==> src/gra_pkg.sv <==
// Package with the command and result item types of the grid rectangle allocator.
`default_nettype none
package gra_pkg;
    localparam logic [1:0] FUNC_PLACE  = 2'd0;
    localparam logic [1:0] FUNC_REMOVE = 2'd1;
    localparam logic [1:0] FUNC_FIND   = 2'd2;
    localparam int unsigned PLACE_MAX_W = 2;
    localparam int unsigned PLACE_MAX_H = 4;

    typedef struct packed {
        logic [1:0]  func;
        logic [31:0] item_id;
        logic [3:0]  pos_x;
        logic [2:0]  pos_y;
        logic [2:0]  size_x;
        logic [2:0]  size_y;
    } cmd_t;

    typedef struct packed {
        logic       ok;
        logic [3:0] found_x;
        logic [2:0] found_y;
    } res_t;
endpackage
`default_nettype wire

==> src/grid_rectangle_allocator.sv <==
// Top level of the grid rectangle allocator: command sequencer around one grid memory.
`default_nettype none
// Usage
// A command item is taken at a rising edge where start is high and busy is low.
// Exactly one result item follows per command, shown on res for one cycle while
// done is high; the receiver cannot stall it, so it must sample on that edge.
// busy is high from the accepting edge until the result has been shown.
// The grid lives in one synchronous memory of 32-bit cells with a registered read,
// addressed by {row, column}; DEPTH is GRID_X*GRID_Y for power-of-two
// sizes. A clearing pass reads each cell and writes zero to each one that
// holds the owner being cleared. Steps per command, accept to accept:
//   Rejected commands: no memory access; the result follows directly.
//   Remove: one clearing pass, then the result.
//   Place: the rectangle holds at most 8 cells; each is read and,
//   when it holds an owner, a clearing pass for that owner runs and the cell is
//   read again; then every cell of the rectangle is written.
//   Find: each candidate origin reads up to w*h cells (at most 49).
// After reset the block sweeps every cell to zero with busy held high;
// no command is accepted during that sweep.
module grid_rectangle_allocator #(
    parameter int GRID_X = 16,
    parameter int GRID_Y = 8
) (
    input  wire logic           clk,
    input  wire logic           rst_n,
    input  wire logic           start,
    input  wire gra_pkg::cmd_t  cmd,
    output logic                busy,
    output logic                done,
    output gra_pkg::res_t       res
);
    import gra_pkg::*;

    localparam int XW = $clog2(GRID_X);
    localparam int YW = $clog2(GRID_Y);
    localparam int AW = XW + YW;
    localparam int DEPTH = 1 << AW;

    localparam logic [3:0] S_INIT   = 4'd0;
    localparam logic [3:0] S_IDLE   = 4'd1;
    localparam logic [3:0] S_CLR_RD = 4'd2;
    localparam logic [3:0] S_CLR_WT = 4'd3;
    localparam logic [3:0] S_PL_RD  = 4'd4;
    localparam logic [3:0] S_PL_WT  = 4'd5;
    localparam logic [3:0] S_PL_WR  = 4'd6;
    localparam logic [3:0] S_FD_RD  = 4'd7;
    localparam logic [3:0] S_FD_WT  = 4'd8;
    localparam logic [3:0] S_DONE   = 4'd9;

    logic [31:0] mem [DEPTH];
    logic [31:0] rdata_reg;
    logic        re, we;
    logic [AW-1:0] raddr, waddr;
    logic [31:0] wdata;

    always_ff @(posedge clk)
    begin
        if (we)
        begin
            mem[waddr] <= wdata;
        end
        if (re)
        begin
            rdata_reg <= mem[raddr];
        end
    end

    logic [3:0]  state_reg, state_next;
    cmd_t        cmd_reg, cmd_next;
    res_t        res_reg, res_next;
    logic [31:0] clr_id_reg, clr_id_next;
    // Sweep address of clearing passes.
    logic [AW:0] sweep_reg, sweep_next;
    // Cell offset inside the rectangle (place and find).
    logic [2:0]  dx_reg, dx_next, dy_reg, dy_next;
    // Find origin.
    logic [6:0]  ox_reg, ox_next, oy_reg, oy_next;
    // True while a place pass clears an owner, so it returns to the place walk.
    logic        from_pl_reg, from_pl_next;

    logic [6:0] cx, cy;
    logic [6:0] ext_x, ext_y;
    logic       place_bad, last_cell;

    always_comb
    begin
        cx = 7'(cmd_reg.pos_x) + 7'(dx_reg);
        cy = 7'(cmd_reg.pos_y) + 7'(dy_reg);
        if (cmd_reg.func == FUNC_FIND)
        begin
            cx = ox_reg + 7'(dx_reg);
            cy = oy_reg + 7'(dy_reg);
        end
        ext_x = 7'(cmd.pos_x) + 7'(cmd.size_x);
        ext_y = 7'(cmd.pos_y) + 7'(cmd.size_y);
        place_bad = (cmd.item_id == '0) || (cmd.size_x == '0)
            || (32'(cmd.size_x) > PLACE_MAX_W) || (cmd.size_y == '0)
            || (32'(cmd.size_y) > PLACE_MAX_H)
            || (32'(ext_x) > GRID_X) || (32'(ext_y) > GRID_Y);
        last_cell = (dx_reg == cmd_reg.size_x - 3'd1)
            && (dy_reg == cmd_reg.size_y - 3'd1);
    end

    always_comb
    begin
        state_next   = state_reg;
        cmd_next     = cmd_reg;
        res_next     = res_reg;
        clr_id_next  = clr_id_reg;
        sweep_next   = sweep_reg;
        dx_next      = dx_reg;
        dy_next      = dy_reg;
        ox_next      = ox_reg;
        oy_next      = oy_reg;
        from_pl_next = from_pl_reg;
        re    = 1'b0;
        we    = 1'b0;
        raddr = {cy[YW-1:0], cx[XW-1:0]};
        waddr = sweep_reg[AW-1:0];
        wdata = '0;
        case (state_reg)
            S_INIT:
            begin
                we = 1'b1;
                sweep_next = sweep_reg + 1'b1;
                if (32'(sweep_reg) == DEPTH - 1)
                begin
                    state_next = S_IDLE;
                end
            end
            S_IDLE:
            begin
                if (start)
                begin
                    cmd_next = cmd;
                    res_next = '0;
                    dx_next = '0;
                    dy_next = '0;
                    ox_next = '0;
                    oy_next = '0;
                    sweep_next = '0;
                    state_next = S_DONE;
                    case (cmd.func)
                        FUNC_PLACE:
                        begin
                            if (!place_bad)
                            begin
                                res_next.ok = 1'b1;
                                state_next = S_PL_RD;
                            end
                        end
                        FUNC_REMOVE:
                        begin
                            if (cmd.item_id != '0)
                            begin
                                res_next.ok = 1'b1;
                                clr_id_next = cmd.item_id;
                                from_pl_next = 1'b0;
                                state_next = S_CLR_RD;
                            end
                        end
                        FUNC_FIND:
                        begin
                            if (cmd.size_x != '0 && cmd.size_y != '0)
                            begin
                                state_next = S_FD_RD;
                            end
                        end
                        default:
                        begin
                            state_next = S_DONE;
                        end
                    endcase
                end
            end
            S_CLR_RD:
            begin
                re = 1'b1;
                raddr = sweep_reg[AW-1:0];
                state_next = S_CLR_WT;
            end
            S_CLR_WT:
            begin
                // Read data for the cell at sweep_reg is now valid.
                if (rdata_reg == clr_id_reg)
                begin
                    we = 1'b1;
                end
                sweep_next = sweep_reg + 1'b1;
                state_next = S_CLR_RD;
                if (32'(sweep_reg) == DEPTH - 1)
                begin
                    sweep_next = '0;
                    state_next = from_pl_reg ? S_PL_RD : S_DONE;
                end
            end
            S_PL_RD:
            begin
                re = 1'b1;
                state_next = S_PL_WT;
            end
            S_PL_WT:
            begin
                if (rdata_reg != '0)
                begin
                    clr_id_next = rdata_reg;
                    from_pl_next = 1'b1;
                    sweep_next = '0;
                    state_next = S_CLR_RD;
                end
                else if (last_cell)
                begin
                    dx_next = '0;
                    dy_next = '0;
                    state_next = S_PL_WR;
                end
                else
                begin
                    state_next = S_PL_RD;
                    if (dx_reg == cmd_reg.size_x - 3'd1)
                    begin
                        dx_next = '0;
                        dy_next = dy_reg + 3'd1;
                    end
                    else
                    begin
                        dx_next = dx_reg + 3'd1;
                    end
                end
            end
            S_PL_WR:
            begin
                we = 1'b1;
                waddr = {cy[YW-1:0], cx[XW-1:0]};
                wdata = cmd_reg.item_id;
                if (last_cell)
                begin
                    state_next = S_DONE;
                end
                else if (dx_reg == cmd_reg.size_x - 3'd1)
                begin
                    dx_next = '0;
                    dy_next = dy_reg + 3'd1;
                end
                else
                begin
                    dx_next = dx_reg + 3'd1;
                end
            end
            S_FD_RD:
            begin
                if (32'(oy_reg) + 32'(cmd_reg.size_y) > GRID_Y)
                begin
                    state_next = S_DONE;
                end
                else if (32'(ox_reg) + 32'(cmd_reg.size_x) > GRID_X)
                begin
                    ox_next = '0;
                    oy_next = oy_reg + 7'd1;
                end
                else
                begin
                    re = 1'b1;
                    state_next = S_FD_WT;
                end
            end
            S_FD_WT:
            begin
                state_next = S_FD_RD;
                if (rdata_reg != '0)
                begin
                    dx_next = '0;
                    dy_next = '0;
                    ox_next = ox_reg + 7'd1;
                end
                else if (last_cell)
                begin
                    res_next.ok = 1'b1;
                    res_next.found_x = 4'(ox_reg);
                    res_next.found_y = 3'(oy_reg);
                    state_next = S_DONE;
                end
                else if (dx_reg == cmd_reg.size_x - 3'd1)
                begin
                    dx_next = '0;
                    dy_next = dy_reg + 3'd1;
                end
                else
                begin
                    dx_next = dx_reg + 3'd1;
                end
            end
            S_DONE:
            begin
                state_next = S_IDLE;
            end
            default:
            begin
                state_next = S_IDLE;
            end
        endcase
    end

    always_ff @(posedge clk or negedge rst_n)
    begin
        if (!rst_n)
        begin
            state_reg   <= S_INIT;
            sweep_reg   <= '0;
            from_pl_reg <= 1'b0;
        end
        else
        begin
            state_reg   <= state_next;
            sweep_reg   <= sweep_next;
            from_pl_reg <= from_pl_next;
        end
    end

    always_ff @(posedge clk)
    begin
        cmd_reg    <= cmd_next;
        res_reg    <= res_next;
        clr_id_reg <= clr_id_next;
        dx_reg     <= dx_next;
        dy_reg     <= dy_next;
        ox_reg     <= ox_next;
        oy_reg     <= oy_next;
    end

    assign busy = (state_reg != S_IDLE);
    assign done = (state_reg == S_DONE);
    assign res  = res_reg;

    // A failed command never reports a position.
    a_no_pos_on_fail: assert property (@(posedge clk) disable iff (!rst_n)
        done && !res.ok |-> res.found_x == '0 && res.found_y == '0)
        else $error("position reported on a failed command");
    // The memory is never written while idle.
    a_no_idle_write: assert property (@(posedge clk) disable iff (!rst_n)
        state_reg == S_IDLE |-> !we)
        else $error("grid written while idle");
    // A result is shown for one cycle only.
    a_done_pulse: assert property (@(posedge clk) disable iff (!rst_n)
        done |=> !done)
        else $error("result strobe longer than one cycle");
endmodule
`default_nettype wire
==> config.mk <==
export PLATFORM = sky130hd
export DESIGN_NAME = grid_rectangle_allocator
export DESIGN_NICKNAME = d
export VERILOG_FILES = /design/src/gra_pkg.sv /design/src/grid_rectangle_allocator.sv
export SDC_FILE = /design/constraint.sdc
export NUM_CORES = 2
export LEC_CHECK = 0
export BUFFER_PORTS_ARGS = -buffer_cell sky130_fd_sc_hd__buf_2
export CORE_AREA = 2 2 645 647
export CTS_BUF_LIST = sky130_fd_sc_hd__clkbuf_4 sky130_fd_sc_hd__clkbuf_8
export DETAILED_ROUTE_END_ITERATION = 10
export DIE_AREA = 0 0 647 649
export GPL_TIMING_DRIVEN = 0
export PLACE_DENSITY = 0.65
export SLEW_MARGIN = 20
export SYNTH_ARGS = -nofsm -noshare
export SYNTH_HDL_FRONTEND = slang
export SYNTH_SLANG_ARGS = --single-unit
==> constraint.sdc <==
create_clock -name clk -period 5.6 [get_ports clk]
set_input_delay 0.84 -clock clk [delete_from_list [all_inputs] [get_ports clk]]
set_output_delay 0.84 -clock clk [all_outputs]
set_load 0.02 [all_outputs]
==> flow_metrics.tcl <==
set metrics [dict create \
    status "finished, violations left" \
    violations "setup timing" \
    drcViolationCount 0 \
    largest_reg_flops 4096 \
    ctsRootBufferMaster "clkbuf_8" \
    grt_util_all_layers_pct 23.10 \
    grt_first_pass_wirelength_um 687500 \
    die_area_um2 419900 \
    critPathSlowestCell "nor2_4" \
    fmax_mhz 174.6 \
    tightest_slew_ps 1274 \
    insertion_delay_ps 1280 \
    num_vias 93040 \
    period_minus_slack_ps 5729 \
    netlist_area_um2 164500 \
    syn-num-nets 8773 \
    synthArstFlopShare_pct 0.3060 \
    clk_pin_slew_ps 60 \
    layout_commonest_cell "edfxtp_1" \
    layout_common_cells "edfxtp_1, nand2_1, mux4_2" \
    synth_edf_count 4235 \
    synth.avg_cell_area_um2 18.92 \
    wl_met3_um 61640 \
    antenna_left 0 \
    top_layer "met5" \
    hold_viol_final 0 \
    critPathLaunch "cmd_reg[45]" \
    worstSetupStartpointType "register" \
    cap_viol_max_count 0 \
    dpl.hpwl_um 346900 \
    irDropWorstVdd_v 0.0004937 \
    ys_types 70 \
    clockBufferDepth 4 \
    path_delay_family "simple AND/OR/NAND/NOR gates" \
    wl_um 496700 \
    drt_iter0_markers 13790 \
    leakage_nw 58.71 \
    die_h_um 649 \
    power_density_nw_per_um2 624.8 \
    yosysWarnings 0 \
    synth_top_area_share_pct 77.30 \
    viasPerCell 5.903 \
    io_pins 60 \
    crit_chain "nand2b_2 -> mux2_2 -> ha_1 -> inv_1 -> fa_1 -> xnor2_1 -> xnor2_1 -> a21boi_0 -> nor2_1 -> nand2_1 -> nor2_4 -> buf_16" \
    grt_max_degree 85 \
    cp_common_cell "xnor2_1" \
    tritoncts "built" \
    yosys_register_bits 4248 \
    hp-class "input port to asynchronous set/reset pin" \
    area_growth_pct 17.52 \
    finalClockSkew_ps 118.2 \
    synth_ff_type "edfxtp_1" \
    pre_cts_slack_ps -1333 \
    place_congestion 0.9538 \
    setup_viol 111 \
    setup_ws_ps -128.9 \
    end_kind "register" \
    antenna_found_initial 22 \
    rows 236 \
    worst-path-buf-inv 2 \
    cts.htree.levels 6 \
    arrival_ps 6620 \
    dieWidth_um 647 \
    grt_pass1_vias 90820 \
    timing.slew.headroom_pct 15.07 \
    cts_sinks 4248 \
    cp_max_fo 20 \
    dr.pass1.iters 7 \
    synth_cells 8694 \
    wl_met1_um 186500 \
    fin_crit_sh_pct 102.3 \
    synth_top_area_cell "edfxtp_1" \
    crit_type "register to register" \
    seq_area_frac_synth_pct 77.49 \
    fillers 33630 \
    finalPower_mw 120.8 \
    fin_hold_ws_ps 66.27 \
    rsz0062_at_grt "yes" \
    r2r-start "cmd_reg[45]" \
    coreArea_um2 412500 \
    slew_viol_final 0 \
    wl_met2_um 221400 \
    floorplan.initialDensity_pct 39.88 \
    portBuffers 59 \
    synth_top_cells_by_area "edfxtp_1, mux4_2, nand2_1" \
    layout-drive-gt1-share_pct 26.10 \
    wire_per_inst_um 31.52 \
    cts_buffers 651 \
    grt-ovfl-total 0 \
    cp.required_ps 6490 \
    layout.nets 9843 \
    critPathMaxStageDelay_ps 790 \
]
## Yosys cell counts (24+ instances only)
cell,instances
a22oi_1,125
edfxtp_1,4235
o21ai_0,56
and2_1,43
mux2_2,43
o311ai_1,30
buf_2,133
nor4_1,58
a311oi_1,33
a21oi_1,145
a221oi_1,62
a31oi_1,101
a32o_1,91
xor2_1,48
mux2i_1,320
buf_4,27
o41ai_1,32
o221a_2,30
nand2_1,1105
inv_1,24
clkbuf_1,291
a32oi_1,97
buf_1,53
nor2_1,191
mux4_2,673
nand3_1,398
nand4_1,54
## per-layer routing
metal	track usage (%)	vias up
met3	5.908	1003
met4	11.45	10
met5	0	-
met1	31.49	48120
met2	34.52	6202
li1	-	37710
## repair_timing
action / in CTS / in global routing
pin swaps: 2 / 16
endpoints found under the hold margin: 93 / 0
buffers inserted: 2 / 32
endpoints found under the setup margin: 1354 / 226
gates resized for setup: 158 / 111
hold buffers: 48 / 0
## power breakdown
| part | internal, mW | leakage [nW] | switching (mW) |
|---|---|---|---|
| registers | 35.8 | 35.1 | 0.486 |
| clock network | 12.6 | 6.46 | 12.2 |
| logic | 19.2 | 17.1 | 40.4 |
| total | 67.7 | 58.7 | 53.1 |
## kinds of logic (layout without fill, tap and decap cells)
| kind of cell | after synthesis | count (layout) | share of synthesized area [%] |
|---|---|---|---|
| adder cells (fa/ha/maj) | 29 | 29 | 0.2479 |
| other | 0 | 6 | 0 |
| AO/OA/AOI/OAI | 859 | 859 | 3.954 |
| flip-flops | 4248 | 4248 | 77.49 |
| AND/OR/NAND/NOR | 1916 | 1916 | 5.025 |
| XOR/XNOR | 66 | 66 | 0.3513 |
| buffers and inverters | 536 | 2124 | 1.420 |
| multiplexers | 1040 | 1040 | 11.51 |
## area by class of cell
cell class / instances / area, µm² / area share, %
Multi-Input combinational cell: 3910 / 36880 / 19.07
Buffer: 511 / 2521 / 1.304
Clock buffer: 862 / 10590 / 5.476
Antenna cell: 6 / 15.01 / 0.007765
Timing Repair Buffer: 418 / 7187 / 3.717
Sequential cell: 4248 / 127500 / 65.94
Clock inverter: 309 / 1724 / 0.8917
Inverter: 24 / 92.59 / 0.04789
Tap cell: 5474 / 6849 / 3.542
## per-stage QoR
stage	instances	setup TNS, ps	instance area (µm²)	util (%)
6_report	15760	-5925	193400	46.87
3_5_place_dp	14500	-265390	179100	43.42
2_1_floorplan	8694	0	164500	-
3_3_place_gp	14230	-	171700	41.62
4_1_cts	15720	-33.81	192600	46.68
5_1_grt	15760	-76.62	193300	46.87
## final timing paths
kind / depth (start not counted) / endpoint / slack [ps]
worst max-delay path: 12 / mem[99][18] / -130
worst min register to register: 2 / sweep_reg[7] / 620
worst max register to register: 12 / mem[99][18] / -130
worst min-delay path: 2 / state_reg[3] / 70
max in group asynchronous: 2 / sweep_reg[3] / 5260
min in group clk: 3 / cmd_reg[46] / 160
(Power assumes the default switching activity.)
